[src/sv/tcf_pkg.sv]
// Shared types, constants and codes of the timestamp coincidence finder.
`default_nettype none

package tcf_pkg;

  localparam int TS_W     = 63;
  localparam int CNT_W    = 32;
  localparam int CH_W     = 2;
  localparam int NUM_CH   = 3;
  localparam int FOLD_W   = 2;
  localparam int LIMIT_W  = 32;
  localparam int CFG_A_W  = 1;
  localparam int CFG_D_W  = 32;

  localparam int IN_TDATA_W  = 72;   // channel + timestamp, padded to bytes
  localparam int IN_TUSER_W  = 1;
  localparam int OUT_TDATA_W = 256;  // spread + three times + count, padded

  localparam int WINDOW_DEPTH_DEF = 8;

  localparam logic [FOLD_W-1:0]  FOLD_RESET  = 2'd2;
  localparam logic [FOLD_W-1:0]  FOLD_THREE  = 2'd3;
  localparam logic [LIMIT_W-1:0] LIMIT_RESET = 32'd10000;

  // station channel codes
  localparam logic [CH_W-1:0] CH0     = 2'd0;
  localparam logic [CH_W-1:0] CH1     = 2'd1;
  localparam logic [CH_W-1:0] CH2     = 2'd2;
  localparam logic [CH_W-1:0] CH_NONE = 2'd3;

  // configuration register indexes
  localparam logic [CFG_A_W-1:0] CFG_FOLD_MODE    = 1'b0;
  localparam logic [CFG_A_W-1:0] CFG_WINDOW_LIMIT = 1'b1;

  typedef enum logic [2:0] {
    ST_IDLE,
    ST_RD_A,
    ST_DAT_A,
    ST_RD_B,
    ST_DAT_B,
    ST_EVAL,
    ST_FLUSH
  } state_t;

  typedef struct packed {
    logic [CNT_W-1:0] found_count;
    logic [TS_W-1:0]  time_third;
    logic [TS_W-1:0]  time_second;
    logic [TS_W-1:0]  time_first;
    logic [CNT_W-1:0] spread;
  } res_t;

  typedef struct packed {
    logic push;
    logic flush;
  } rb_ctl_t;

  typedef struct packed {
    logic push_ok;
    logic flush_ok;
  } rb_sts_t;

endpackage

`default_nettype wire

[src/sv/tcf_result_buf.sv]
// Result holding stage and output register; marks the final result of a run.
`default_nettype none

module tcf_result_buf (
  input  wire logic                             clk,
  input  wire logic                             rst_n,
  input  wire tcf_pkg::rb_ctl_t                 ctl,
  input  wire tcf_pkg::res_t                    push_data,
  output tcf_pkg::rb_sts_t                      sts,
  output logic                                  out_tvalid,
  input  wire logic                             out_tready,
  // spread, time_first_station, time_second_station, time_third_station,
  // found_count, zero fill
  output logic [tcf_pkg::OUT_TDATA_W-1:0]       out_tdata,
  output logic                                  out_tlast
);

  localparam int PAD_W = tcf_pkg::OUT_TDATA_W - $bits(tcf_pkg::res_t);

  logic          pend_v_r;
  logic          pend_v_nxt;
  tcf_pkg::res_t pend_r;
  tcf_pkg::res_t pend_nxt;
  logic          out_v_r;
  logic          out_v_nxt;
  tcf_pkg::res_t out_r;
  tcf_pkg::res_t out_nxt;
  logic          last_r;
  logic          last_nxt;
  logic          out_free;

  assign out_free     = !out_v_r || out_tready;
  assign sts.push_ok  = !pend_v_r || out_free;
  assign sts.flush_ok = !pend_v_r || out_free;

  // A result is held back one step until the next one (or the end of the
  // run) shows whether it is the last.
  always_comb begin
    pend_v_nxt = pend_v_r;
    pend_nxt   = pend_r;
    out_v_nxt  = out_v_r && !out_tready;
    out_nxt    = out_r;
    last_nxt   = last_r;
    if (ctl.push && sts.push_ok) begin
      pend_v_nxt = 1'b1;
      pend_nxt   = push_data;
      if (pend_v_r) begin
        out_v_nxt = 1'b1;
        out_nxt   = pend_r;
        last_nxt  = 1'b0;
      end
    end else if (ctl.flush && pend_v_r && out_free) begin
      pend_v_nxt = 1'b0;
      out_v_nxt  = 1'b1;
      out_nxt    = pend_r;
      last_nxt   = 1'b1;
    end
  end

  always_ff @(posedge clk) begin
    if (!rst_n) begin
      pend_v_r <= 1'b0;
      out_v_r  <= 1'b0;
    end else begin
      pend_v_r <= pend_v_nxt;
      out_v_r  <= out_v_nxt;
    end
  end

  always_ff @(posedge clk) begin
    pend_r <= pend_nxt;
    out_r  <= out_nxt;
    last_r <= last_nxt;
  end

  assign out_tvalid = out_v_r;
  assign out_tdata  = {{PAD_W{1'b0}}, out_r};
  assign out_tlast  = last_r;

endmodule

`default_nettype wire

[src/sv/timestamp_coincidence_finder.sv]
// Top level of the timestamp coincidence finder.
`default_nettype none

// Takes time-ordered detector events and reports every pair (fold modes 0 to 2) or
// triple (fold mode 3) of events from distinct channels, the new event among
// them, whose spread is strictly below window_limit. Recent event times of each
// channel live in one synchronous memory of 3 x WINDOW_DEPTH entries with a
// single read port; each kept new event is written there as it is accepted. A
// calibration event, channel 3, channel 2 in two-fold mode, or an event with an
// empty partner buffer starts no scan. Otherwise the scan reads one stored time
// per memory access, and each candidate needs a read, a distance stage and a
// compare stage; stalls on out_tready hold the scan in its compare or flush state.
// Results leave through a holding stage and an output register, at most one per
// candidate, with tlast on the last one of an event.
module timestamp_coincidence_finder #(
  parameter int WINDOW_DEPTH = tcf_pkg::WINDOW_DEPTH_DEF
) (
  input  wire logic                            clk,
  input  wire logic                            rst_n,
  input  wire logic                            in_tvalid,
  output logic                                 in_tready,
  // channel, timestamp, zero fill
  input  wire logic [tcf_pkg::IN_TDATA_W-1:0]  in_tdata,
  // calibration
  input  wire logic [tcf_pkg::IN_TUSER_W-1:0]  in_tuser,
  output logic                                 out_tvalid,
  input  wire logic                            out_tready,
  // spread, time_first_station, time_second_station, time_third_station,
  // found_count, zero fill
  output logic [tcf_pkg::OUT_TDATA_W-1:0]      out_tdata,
  output logic                                 out_tlast,
  input  wire logic                            cfg_we,
  input  wire logic [tcf_pkg::CFG_A_W-1:0]     cfg_addr,
  input  wire logic [tcf_pkg::CFG_D_W-1:0]     cfg_wdata
);

  localparam int TS_W      = tcf_pkg::TS_W;
  localparam int CH_W      = tcf_pkg::CH_W;
  localparam int CNT_W     = tcf_pkg::CNT_W;
  localparam int SLOT_W    = (WINDOW_DEPTH > 1) ? $clog2(WINDOW_DEPTH) : 1;
  localparam int FILL_W    = $clog2(WINDOW_DEPTH + 1);
  localparam int MEM_DEPTH = tcf_pkg::NUM_CH * WINDOW_DEPTH;
  localparam int ADDR_W    = $clog2(MEM_DEPTH);

  localparam logic [SLOT_W-1:0] SLOT_LAST = SLOT_W'(WINDOW_DEPTH - 1);
  localparam logic [FILL_W-1:0] FILL_MAX  = FILL_W'(WINDOW_DEPTH);

  function automatic logic [ADDR_W-1:0] addr_of(input logic [CH_W-1:0]   ch,
                                                input logic [SLOT_W-1:0] slot);
    addr_of = ADDR_W'(ch) * ADDR_W'(WINDOW_DEPTH) + ADDR_W'(slot);
  endfunction

  function automatic logic [TS_W-1:0] abs_diff(input logic [TS_W-1:0] x,
                                               input logic [TS_W-1:0] y);
    abs_diff = (x >= y) ? (x - y) : (y - x);
  endfunction

  function automatic logic [SLOT_W-1:0] slot_inc(input logic [SLOT_W-1:0] s);
    slot_inc = (s == SLOT_LAST) ? '0 : s + SLOT_W'(1);
  endfunction

  // oldest valid slot of a ring
  function automatic logic [SLOT_W-1:0] oldest(input logic [SLOT_W-1:0] head,
                                               input logic [FILL_W-1:0] fill);
    logic [FILL_W:0] sum;
    sum = (FILL_W+1)'(head) + (FILL_W+1)'(WINDOW_DEPTH) - (FILL_W+1)'(fill);
    if (sum >= (FILL_W+1)'(WINDOW_DEPTH)) begin
      sum = sum - (FILL_W+1)'(WINDOW_DEPTH);
    end
    oldest = SLOT_W'(sum);
  endfunction

  // configuration
  logic [tcf_pkg::FOLD_W-1:0]  fold_r;
  logic [tcf_pkg::LIMIT_W-1:0] limit_r;

  always_ff @(posedge clk) begin
    if (!rst_n) begin
      fold_r  <= tcf_pkg::FOLD_RESET;
      limit_r <= tcf_pkg::LIMIT_RESET;
    end else if (cfg_we) begin
      unique case (cfg_addr)
        tcf_pkg::CFG_FOLD_MODE:    fold_r  <= cfg_wdata[tcf_pkg::FOLD_W-1:0];
        tcf_pkg::CFG_WINDOW_LIMIT: limit_r <= cfg_wdata[tcf_pkg::LIMIT_W-1:0];
        default: ;
      endcase
    end
  end

  // input fields
  logic [CH_W-1:0] in_ch;
  logic [TS_W-1:0] in_ts;
  logic            in_cal;
  logic            in_fire;
  logic            three_now;
  logic            keep;
  logic [CH_W-1:0] a_sel;
  logic [CH_W-1:0] b_sel;
  logic            scan;

  assign in_ch     = in_tdata[CH_W-1:0];
  assign in_ts     = in_tdata[CH_W +: TS_W];
  assign in_cal    = in_tuser[0];
  assign in_fire   = in_tvalid && in_tready;
  assign three_now = (fold_r == tcf_pkg::FOLD_THREE);
  assign keep      = !in_cal && (in_ch != tcf_pkg::CH_NONE) &&
                     (three_now || (in_ch != tcf_pkg::CH2));
  assign a_sel     = (in_ch == tcf_pkg::CH0) ? tcf_pkg::CH1 : tcf_pkg::CH0;
  assign b_sel     = !three_now ? tcf_pkg::CH2 :
                     (in_ch == tcf_pkg::CH2) ? tcf_pkg::CH1 : tcf_pkg::CH2;

  // ring pointers per channel
  logic [FILL_W-1:0] fill_r [tcf_pkg::NUM_CH];
  logic [SLOT_W-1:0] head_r [tcf_pkg::NUM_CH];

  assign scan = (fill_r[a_sel] != '0) && (!three_now || (fill_r[b_sel] != '0));

  always_ff @(posedge clk) begin
    if (!rst_n) begin
      for (int c = 0; c < tcf_pkg::NUM_CH; c++) begin
        fill_r[c] <= '0;
        head_r[c] <= '0;
      end
    end else if (in_fire && keep) begin
      head_r[in_ch] <= slot_inc(head_r[in_ch]);
      if (fill_r[in_ch] != FILL_MAX) begin
        fill_r[in_ch] <= fill_r[in_ch] + FILL_W'(1);
      end
    end
  end

  // window memory
  tcf_pkg::state_t   state_r;
  tcf_pkg::state_t   state_nxt;
  logic [TS_W-1:0]   mem [MEM_DEPTH];
  logic [TS_W-1:0]   mem_q;
  logic [ADDR_W-1:0] rd_addr;
  logic              mem_we;

  logic [CH_W-1:0]   ch_r, ch_nxt;
  logic              three_r, three_nxt;
  logic [TS_W-1:0]   ts_r, ts_nxt;
  logic [CH_W-1:0]   a_r, a_nxt;
  logic [CH_W-1:0]   b_r, b_nxt;
  logic [FILL_W-1:0] fa_r, fa_nxt;
  logic [FILL_W-1:0] fb_r, fb_nxt;
  logic [FILL_W-1:0] a_idx_r, a_idx_nxt;
  logic [FILL_W-1:0] b_idx_r, b_idx_nxt;
  logic [SLOT_W-1:0] a_slot_r, a_slot_nxt;
  logic [SLOT_W-1:0] b_slot_r, b_slot_nxt;
  logic [SLOT_W-1:0] sb_r, sb_nxt;
  logic [TS_W-1:0]   ua_r, ua_nxt;
  logic [TS_W-1:0]   ub_r, ub_nxt;
  logic [TS_W-1:0]   d_ta_r, d_ta_nxt;
  logic [TS_W-1:0]   d_tb_r, d_tb_nxt;
  logic [TS_W-1:0]   d_ab_r, d_ab_nxt;
  logic [CNT_W-1:0]  total_r, total_nxt;

  assign mem_we  = in_fire && keep;
  assign rd_addr = (state_r == tcf_pkg::ST_RD_B) ? addr_of(b_r, b_slot_r)
                                                 : addr_of(a_r, a_slot_r);

  always_ff @(posedge clk) begin
    if (mem_we) begin
      mem[addr_of(in_ch, head_r[in_ch])] <= in_ts;
    end
    mem_q <= mem[rd_addr];
  end

  // candidate check: spread < limit exactly when every pairwise distance is
  logic [TS_W-1:0]    lim_ext;
  logic               hit;
  logic [CNT_W-1:0]   s_ta, s_tb, s_ab, s_max1, spread;
  logic [CNT_W-1:0]   count_inc;
  logic               inner_more;
  logic               outer_more;
  tcf_pkg::res_t      res;
  tcf_pkg::rb_ctl_t   rb_ctl;
  tcf_pkg::rb_sts_t   rb_sts;

  assign lim_ext = TS_W'(limit_r);
  assign hit     = (d_ta_r < lim_ext) && (d_tb_r < lim_ext) && (d_ab_r < lim_ext);
  assign s_ta    = d_ta_r[CNT_W-1:0];
  assign s_tb    = d_tb_r[CNT_W-1:0];
  assign s_ab    = d_ab_r[CNT_W-1:0];
  assign s_max1  = (s_ta > s_tb) ? s_ta : s_tb;
  assign spread  = (s_max1 > s_ab) ? s_max1 : s_ab;

  assign count_inc  = (total_r == '1) ? total_r : total_r + CNT_W'(1);
  assign inner_more = three_r && (b_idx_r != fb_r - FILL_W'(1));
  assign outer_more = (a_idx_r != fa_r - FILL_W'(1));

  // place each member under its station
  always_comb begin
    res             = '0;
    res.spread      = spread;
    res.found_count = count_inc;
    res.time_first  = (ch_r == tcf_pkg::CH0) ? ts_r :
                      (a_r == tcf_pkg::CH0) ? ua_r : ub_r;
    res.time_second = (ch_r == tcf_pkg::CH1) ? ts_r :
                      (a_r == tcf_pkg::CH1) ? ua_r : ub_r;
    res.time_third  = (ch_r == tcf_pkg::CH2) ? ts_r :
                      (a_r == tcf_pkg::CH2) ? ua_r : ub_r;
  end

  // next state
  always_comb begin
    state_nxt = state_r;
    unique case (state_r)
      tcf_pkg::ST_IDLE: begin
        if (in_fire && keep && scan) begin
          state_nxt = tcf_pkg::ST_RD_A;
        end
      end
      tcf_pkg::ST_RD_A:  state_nxt = tcf_pkg::ST_DAT_A;
      tcf_pkg::ST_DAT_A: state_nxt = three_r ? tcf_pkg::ST_RD_B : tcf_pkg::ST_EVAL;
      tcf_pkg::ST_RD_B:  state_nxt = tcf_pkg::ST_DAT_B;
      tcf_pkg::ST_DAT_B: state_nxt = tcf_pkg::ST_EVAL;
      tcf_pkg::ST_EVAL: begin
        if (!hit || rb_sts.push_ok) begin
          if (inner_more) begin
            state_nxt = tcf_pkg::ST_RD_B;
          end else if (outer_more) begin
            state_nxt = tcf_pkg::ST_RD_A;
          end else begin
            state_nxt = tcf_pkg::ST_FLUSH;
          end
        end
      end
      tcf_pkg::ST_FLUSH: begin
        if (rb_sts.flush_ok) begin
          state_nxt = tcf_pkg::ST_IDLE;
        end
      end
      default: state_nxt = tcf_pkg::ST_IDLE;
    endcase
  end

  // outputs of the controller
  always_comb begin
    in_tready    = (state_r == tcf_pkg::ST_IDLE);
    rb_ctl.push  = (state_r == tcf_pkg::ST_EVAL) && hit;
    rb_ctl.flush = (state_r == tcf_pkg::ST_FLUSH);
  end

  // scan datapath
  always_comb begin
    ch_nxt     = ch_r;
    three_nxt  = three_r;
    ts_nxt     = ts_r;
    a_nxt      = a_r;
    b_nxt      = b_r;
    fa_nxt     = fa_r;
    fb_nxt     = fb_r;
    a_idx_nxt  = a_idx_r;
    b_idx_nxt  = b_idx_r;
    a_slot_nxt = a_slot_r;
    b_slot_nxt = b_slot_r;
    sb_nxt     = sb_r;
    ua_nxt     = ua_r;
    ub_nxt     = ub_r;
    d_ta_nxt   = d_ta_r;
    d_tb_nxt   = d_tb_r;
    d_ab_nxt   = d_ab_r;
    total_nxt  = total_r;
    case (state_r)
      tcf_pkg::ST_IDLE: begin
        if (in_fire) begin
          ch_nxt     = in_ch;
          three_nxt  = three_now;
          ts_nxt     = in_ts;
          a_nxt      = a_sel;
          b_nxt      = b_sel;
          fa_nxt     = fill_r[a_sel];
          fb_nxt     = fill_r[b_sel];
          a_idx_nxt  = '0;
          a_slot_nxt = oldest(head_r[a_sel], fill_r[a_sel]);
          sb_nxt     = oldest(head_r[b_sel], fill_r[b_sel]);
        end
      end
      tcf_pkg::ST_DAT_A: begin
        ua_nxt     = mem_q;
        d_ta_nxt   = abs_diff(ts_r, mem_q);
        b_idx_nxt  = '0;
        b_slot_nxt = sb_r;
        if (!three_r) begin
          ub_nxt   = '0;
          d_tb_nxt = '0;
          d_ab_nxt = '0;
        end
      end
      tcf_pkg::ST_DAT_B: begin
        ub_nxt   = mem_q;
        d_tb_nxt = abs_diff(ts_r, mem_q);
        d_ab_nxt = abs_diff(ua_r, mem_q);
      end
      tcf_pkg::ST_EVAL: begin
        if (hit && rb_sts.push_ok) begin
          total_nxt = count_inc;
        end
        if (!hit || rb_sts.push_ok) begin
          if (inner_more) begin
            b_idx_nxt  = b_idx_r + FILL_W'(1);
            b_slot_nxt = slot_inc(b_slot_r);
          end else if (outer_more) begin
            a_idx_nxt  = a_idx_r + FILL_W'(1);
            a_slot_nxt = slot_inc(a_slot_r);
          end
        end
      end
      default: ;
    endcase
  end

  always_ff @(posedge clk) begin
    if (!rst_n) begin
      state_r <= tcf_pkg::ST_IDLE;
      total_r <= '0;
    end else begin
      state_r <= state_nxt;
      total_r <= total_nxt;
    end
  end

  always_ff @(posedge clk) begin
    ch_r     <= ch_nxt;
    three_r  <= three_nxt;
    ts_r     <= ts_nxt;
    a_r      <= a_nxt;
    b_r      <= b_nxt;
    fa_r     <= fa_nxt;
    fb_r     <= fb_nxt;
    a_idx_r  <= a_idx_nxt;
    b_idx_r  <= b_idx_nxt;
    a_slot_r <= a_slot_nxt;
    b_slot_r <= b_slot_nxt;
    sb_r     <= sb_nxt;
    ua_r     <= ua_nxt;
    ub_r     <= ub_nxt;
    d_ta_r   <= d_ta_nxt;
    d_tb_r   <= d_tb_nxt;
    d_ab_r   <= d_ab_nxt;
  end

  tcf_result_buf u_rbuf (
    .clk        (clk),
    .rst_n      (rst_n),
    .ctl        (rb_ctl),
    .push_data  (res),
    .sts        (rb_sts),
    .out_tvalid (out_tvalid),
    .out_tready (out_tready),
    .out_tdata  (out_tdata),
    .out_tlast  (out_tlast)
  );

endmodule

`default_nettype wire

[config.mk]
export PLATFORM = sky130hd
export DESIGN_NAME = timestamp_coincidence_finder
export DESIGN_NICKNAME = d
export VERILOG_FILES = /design/src/sv/tcf_pkg.sv /design/src/sv/tcf_result_buf.sv /design/src/sv/timestamp_coincidence_finder.sv
export SDC_FILE = /design/constraint.sdc
export NUM_CORES = 2
export LEC_CHECK = 0
export BUFFER_PORTS_ARGS = -buffer_cell sky130_fd_sc_hd__buf_2
export CORE_AREA = 2 2 464 466
export CTS_CLUSTER_SIZE = 14
export DETAILED_ROUTE_END_ITERATION = 6
export DIE_AREA = 0 0 466 468
export HOLD_SLACK_MARGIN = 0.1
export PLACE_DENSITY = 0.77
export SYNTH_ARGS = -nofsm -noshare
export SYNTH_HDL_FRONTEND = slang
export SYNTH_SLANG_ARGS = --single-unit
[constraint.sdc]
create_clock -name clk -period 16 [get_ports clk]
set_input_delay 2.4 -clock clk [delete_from_list [all_inputs] [get_ports clk]]
set_output_delay 2.4 -clock clk [all_outputs]
set_load 0.03 [all_outputs]
======== Word-level counts from Yosys, hierarchy flattened ========
Memories as Yosys holds them, arrays and structs flattened. A register that Yosys moved wholly into a read port is not among the register bits.
Cells that the tools add are included.
cells by class
  add/sub/neg operators ................... 22
  $mul .................................... 0
  div/mod/pow operators ................... 0
  magnitude comparators ................... 9
  eq/ne operators ......................... 30
  shift-type cells ........................ 0
  multiplexer cells ....................... 73
  bitwise logic cells ..................... 1
  reductions and logical operators ........ 47
operator list
  cell                                                                count
  two-way mux 253 bit                                                 3
  two-way mux 63 bit                                                  9
  one-hot mux 63 bit (2 select lines)                                 3
  subtractor 63 bit                                                   4
  less-than comparator 63 x 32 -> 1 bit                               3
  greater-or-equal comparator 63 bit                                  2
  two-way mux 32 bit                                                  3
  > comparator 32 bit                                                 2
  two-way mux 3 bit                                                   18
  adder 32 x 1 -> 32 bit (second input constant)                      1
  == test 32 bit (second input constant)                              1
  two-way mux 4 bit                                                   7
  one-hot mux 3 bit (7 select lines)                                  1
  two-way mux 1 bit                                                   20
  == test 3 bit (second input constant)                               6
  inequality test 2 bit (second input constant)                       8
  one-hot mux 4 bit (2 select lines)                                  2
  adder 5 x 3 -> 5 bit                                                3
  logical AND 1 bit                                                   15
  adder 4 x 1 -> 4 bit (second input constant)                        3
  one-hot mux 3 bit (2 select lines)                                  2
  AND reduction 2 bit                                                 6
  adder 3 x 4 -> 5 bit (second input constant)                        2
  greater-or-equal comparator 5 x 4 -> 1 bit (second input constant)  2
  other kinds (24)                                                    56
word-level totals
  register bits ........................... 988
  bits in latches ......................... 0
  memory bits (writable) .................. 1533
  ROM bits ................................ 0
  input port bits ......................... 111
  output and inout port bits .............. 259
  logic and storage cells ................. 219
  memories kept ........................... 3
memories
  name    words  bits a word  read ports  clocked after Yosys merged registers in  write ports  RTL line                             RTL
  mem     24     63           1           1                                        1            timestamp_coincidence_finder.sv:135  logic [TS_W-1:0] mem [MEM_DEPTH];
  fill_r  3      4            3           0                                        3            timestamp_coincidence_finder.sv:113  logic [FILL_W-1:0] fill_r [tcf_pkg::NUM_CH];
  head_r  3      3            3           0                                        3            timestamp_coincidence_finder.sv:114  logic [SLOT_W-1:0] head_r [tcf_pkg::NUM_CH];

======== Depth between registers and ports, before layout ========
An unclocked memory read counts as a cell.
  depth after elaboration ................. 10
  mapped depth ............................ 24

======== By module ========
Synthesis repeated with hierarchy kept, for this count alone.
unflattened totals
  cells, all modules ...................... 9900
  area total of the unflattened synthesis .. 118220.9 um^2
by module, submodules not included
  module                        instances  cells an instance  area each (um^2)  seq. area each (um^2)
  timestamp_coincidence_finder  1          9376               102862.4          61168.7
  tcf_result_buf                1          524                15358.5           15264.6

======== Worst setup path after synthesis ========
OpenSTA, ideal clock, no wires.
  path type ............................... in2reg
  from .................................... input port out_tready
  to ...................................... register u_rbuf.out_r (netlist bit u_rbuf.out_tdata[0]), enable pin
  arrival time ............................ 14.763 ns
  slack ................................... 0.283 ns
  cell stages on the path ................. 3
  buffers on the path ..................... 0
  cell sequence ........................... nand2b_1 -> nand2_1 -> a21oi_1
on the way
  longest elaborated chain between the ends .. 5
  elaborated cells on any way between the ends .. 7
RTL lines
  what                                                                                   RTL line                            RTL
  start, declared                                                                        timestamp_coincidence_finder.sv:27  input wire logic out_tready,
  logical OR 1 bit (*)                                                                   tcf_result_buf.sv:32                assign out_free = !out_v_r || out_tready;
  logical OR 1 bit                                                                       tcf_result_buf.sv:33                assign sts.push_ok = !pend_v_r || out_free;
  logical AND 1 bit                                                                      tcf_result_buf.sv:44                if (ctl.push && sts.push_ok) begin
  inequality test 2 x 1 -> 1 bit (no line) / nonzero test 2 bit (equally long branches)  n/a
  AND reduction 2 bit (no line) (*)                                                      n/a
  end signal, assigned                                                                   tcf_result_buf.sv:72                out_r <= out_nxt;
  end, declared                                                                          tcf_result_buf.sv:26                tcf_pkg::res_t out_r;
Every way passes the cells marked *; elsewhere a longest branch is shown, timed or not.
A chain may end at the register's enable or synchronous reset.

==> impl_metrics.tcl <==
set metrics [dict create \
    synth.distinct_cells 90 \
    ant_nets 0 \
    worstHoldEndpoint "u_rbuf.out_tdata[26]$_DFFE_PP_" \
    period_share 0.428 \
    seq_area_frac_synth 0.643 \
    slowest_delay_ns 0.71 \
    regToRegSetupSlack_ns 9.16 \
    ys_seq_elements 2590 \
    gp_congestion 1.01 \
    num_vias 83755 \
    crit_path_start_kind "register" \
    power.density_mw_per_mm2 133 \
    worstSetupEndpointType "register" \
    critPathLaunch "d_ta_r[27]$_DFFE_PP_" \
    min_period_ns 6.84 \
    grt_max_degree 195 \
    drt_iter0_drc 10424 \
    post_cts_resized 0 \
    reg2reg_from "d_ta_r[27]$_DFFE_PP_" \
    setup_violations 0 \
    drv_slew 0 \
    violations "design-rule violations" \
    wire_per_inst_um 26.9 \
    worstSetupPathType "reg2reg" \
    timing.final.ws_setup_ns 9.16 \
    synthCells 10026 \
    peakVddDrop_mv 0.127 \
    grt_pass1_vias 80557 \
    synthesis.area_mm2 0.119 \
    hold_buffers 0 \
    post-cts-setup-buffer-count 0 \
    die_h_um 468 \
    hold_viol 0 \
    avgSynthCellArea_um2 11.9 \
    grt_pass1_wl_um 519000 \
    die_area_mm2 0.218 \
    io_pins 370 \
    crit_required_ns 16.66 \
    setup_tns_ns 0 \
    wirelength_um 356000 \
    fin_area_mm2 0.132 \
    min_path_type "reg2reg" \
    rows 170 \
    yosysWarnings 0 \
    core_mm2 0.213 \
    hpwl_um 237000 \
    io_buffers 359 \
    max_cap_violations 0 \
    skew_ns 0.0884 \
    holdPathStages 0 \
    drc_errors 6 \
    clkLatencyLatePin_ns 0.97 \
    reg2reg_to "u_rbuf.pend_r[22]$_DFFE_PP_" \
    maxSlewHeadroom 0.0507 \
    final_common_cell "edfxtp_1" \
    crit_path_max_fanout 21 \
    htreeDepth 5 \
    placed_area_mm2 0.123 \
    synth_async_sr_flop_share 0 \
    clock_sinks 2590 \
    run_status "complete, but fails checks" \
    clkTransAtPathRegs_ns 0.06 \
    grt_setup_unrepaired "false" \
    crit_chain "ha_1 -> nand4_1 -> nor4_1 -> nand3_1 -> o21bai_1 -> a31oi_4 -> buf_4 -> mux2_2 -> ha_1 -> a21o_1 -> a21o_1 -> a21o_1 -> a21oi_1 -> nor2b_1 -> o211ai_1 -> a211oi_1 -> a2111oi_1 -> buf_4 -> a32oi_2 -> buf_4 -> mux2_2" \
    dr.pass1.iters 7 \
    layout_common_cells "2456 x edfxtp_1, 2061 x nand2_1, 550 x a21oi_1" \
    reg2reg_depth 21 \
    track_usage 0.320 \
    synthFlopType "edfxtp_1" \
    antenna_found_initial 35 \
    grt.overflow.total 0 \
    cts_buffers 281 \
    syn_to_final_growth_pct 11.1 \
    critical_path_arrival_ns 7.50 \
    p_leak_nw 49.2 \
    worstMarginPinSlew_ns 1.41 \
    cts_buffer_depth 4 \
    fmax_ghz 0.146 \
    start_util 0.558 \
    cpMaxStageDelayCell "a32oi_2" \
    cts_tree "done" \
    die-width_um 466 \
    pre_cts_slack_ns 9.09 \
    hp-start "u_rbuf.pend_r[26]$_DFFE_PP_" \
    via_per_inst 6.32 \
    ctsRootBufferMaster "clkbuf_16" \
    synth-edff-count 2456 \
    nets 10756 \
    drive_gt1_frac 0.0996 \
]
## registers in the layout, summed over array words and instances, names as in the netlist, 12 cells and up
signal	count
limit_r	32
fill_r	16
ua_r	63
mem	1512
d_ab_r	63
u_rbuf.pend_r	253
u_rbuf.out_tdata	253
ub_r	63
head_r	12
total_r	32
ts_r	63
mem_q	63
d_ta_r	63
d_tb_r	63
## critical path: cells and delay by family (launching register included)
| kind | cells | cell delay, ns |
|---|---|---|
| compound gates | 10 | 2.53 |
| simple gates | 4 | 1.16 |
| buf+inv | 3 | 1.00 |
| mux | 2 | 0.78 |
| fa+ha+maj | 2 | 0.64 |
| flops | 1 | 0.43 |
## power by group
part           total, mW  switching [mW]  internal [mW]  leakage, nW
sequential          7.68           0.130           7.55         23.8
combinational       3.57            2.48           1.08         21.1
clock               6.29            2.56           3.73         4.25
total               17.5            5.17           12.4         49.2
## cells in the mapped netlist (195+ instances only)
master	number	area, um^2
a311oi_1	256	2240
nor2_1	386	1450
nand2_1	2064	7750
nand3_1	446	2230
a21oi_1	552	2760
mux2i_1	227	2270
edfxtp_1	2456	73800
and3_1	227	1420
o21ai_0	371	1860
a21o_1	195	1460
clkbuf_1	444	1670
inv_1	392	1470
ha_1	425	5320
## metrics by stage
step,power [mW],util,hold WS [ns],std cells
5_1_grt,18.1,0.620,0.415,13248
2_1_floorplan,10.0,-,0.400,10035
3_5_place_dp,11.3,0.578,0.405,12769
6_report,17.5,0.620,0.403,13252
4_1_cts,17.5,0.619,0.408,13242
3_3_place_gp,11.2,0.578,0.401,12769
## how the worst max path moves through the flow
stage,cells past startpoint,slack (ns),to
CTS,21,9.10,u_rbuf.pend_r[12]$_DFFE_PP_
floorplan,3,0.28,u_rbuf.out_tdata[0]$_DFFE_PP_
global route,21,8.87,u_rbuf.pend_r[11]$_DFFE_PP_
global placement,21,9.13,u_rbuf.pend_r[27]$_DFFE_PP_
detailed placement,21,9.09,u_rbuf.pend_r[30]$_DFFE_PP_
finish,21,9.16,u_rbuf.pend_r[22]$_DFFE_PP_
## metal layers
layer | GRT usage | part of all wire | up-vias
li1 | - | - | 37233
met1 | 0.432 | 0.39 | 41076
met4 | 0.153 | 0.050 | 34
met2 | 0.501 | 0.46 | 4614
met5 | 0 | 0.00082 | -
met3 | 0.0621 | 0.099 | 798
## layout make-up
type | instances | area [um^2]
repair buffers | 483 | 2830
well taps | 2838 | 3550
inverters | 392 | 1480
clock inverters | 104 | 1170
clock buffers | 369 | 7590
diodes | 10 | 25.0
flip-flops and latches | 2590 | 76400
fillers | 15961 | 81200
multi-input cells | 6466 | 39100
## kinds of logic (layout without fill, tap and decap cells)
| kind of cell | count (synthesis) | in the layout | share of synthesized area |
|---|---|---|---|
| AO/OA/AOI/OAI | 1924 | 1924 | 0.106 |
| buffers and inverters | 979 | 1348 | 0.0322 |
| other | 1 | 20 | 0.0000315 |
| adder cells (fa/ha/maj) | 431 | 431 | 0.0457 |
| multiplexers | 320 | 320 | 0.0286 |
| XOR/XNOR | 135 | 135 | 0.00994 |
| flip-flops | 2590 | 2590 | 0.643 |
| AND/OR/NAND/NOR | 3646 | 3646 | 0.135 |
No activity file was read; power rests on OpenSTA's default activity.
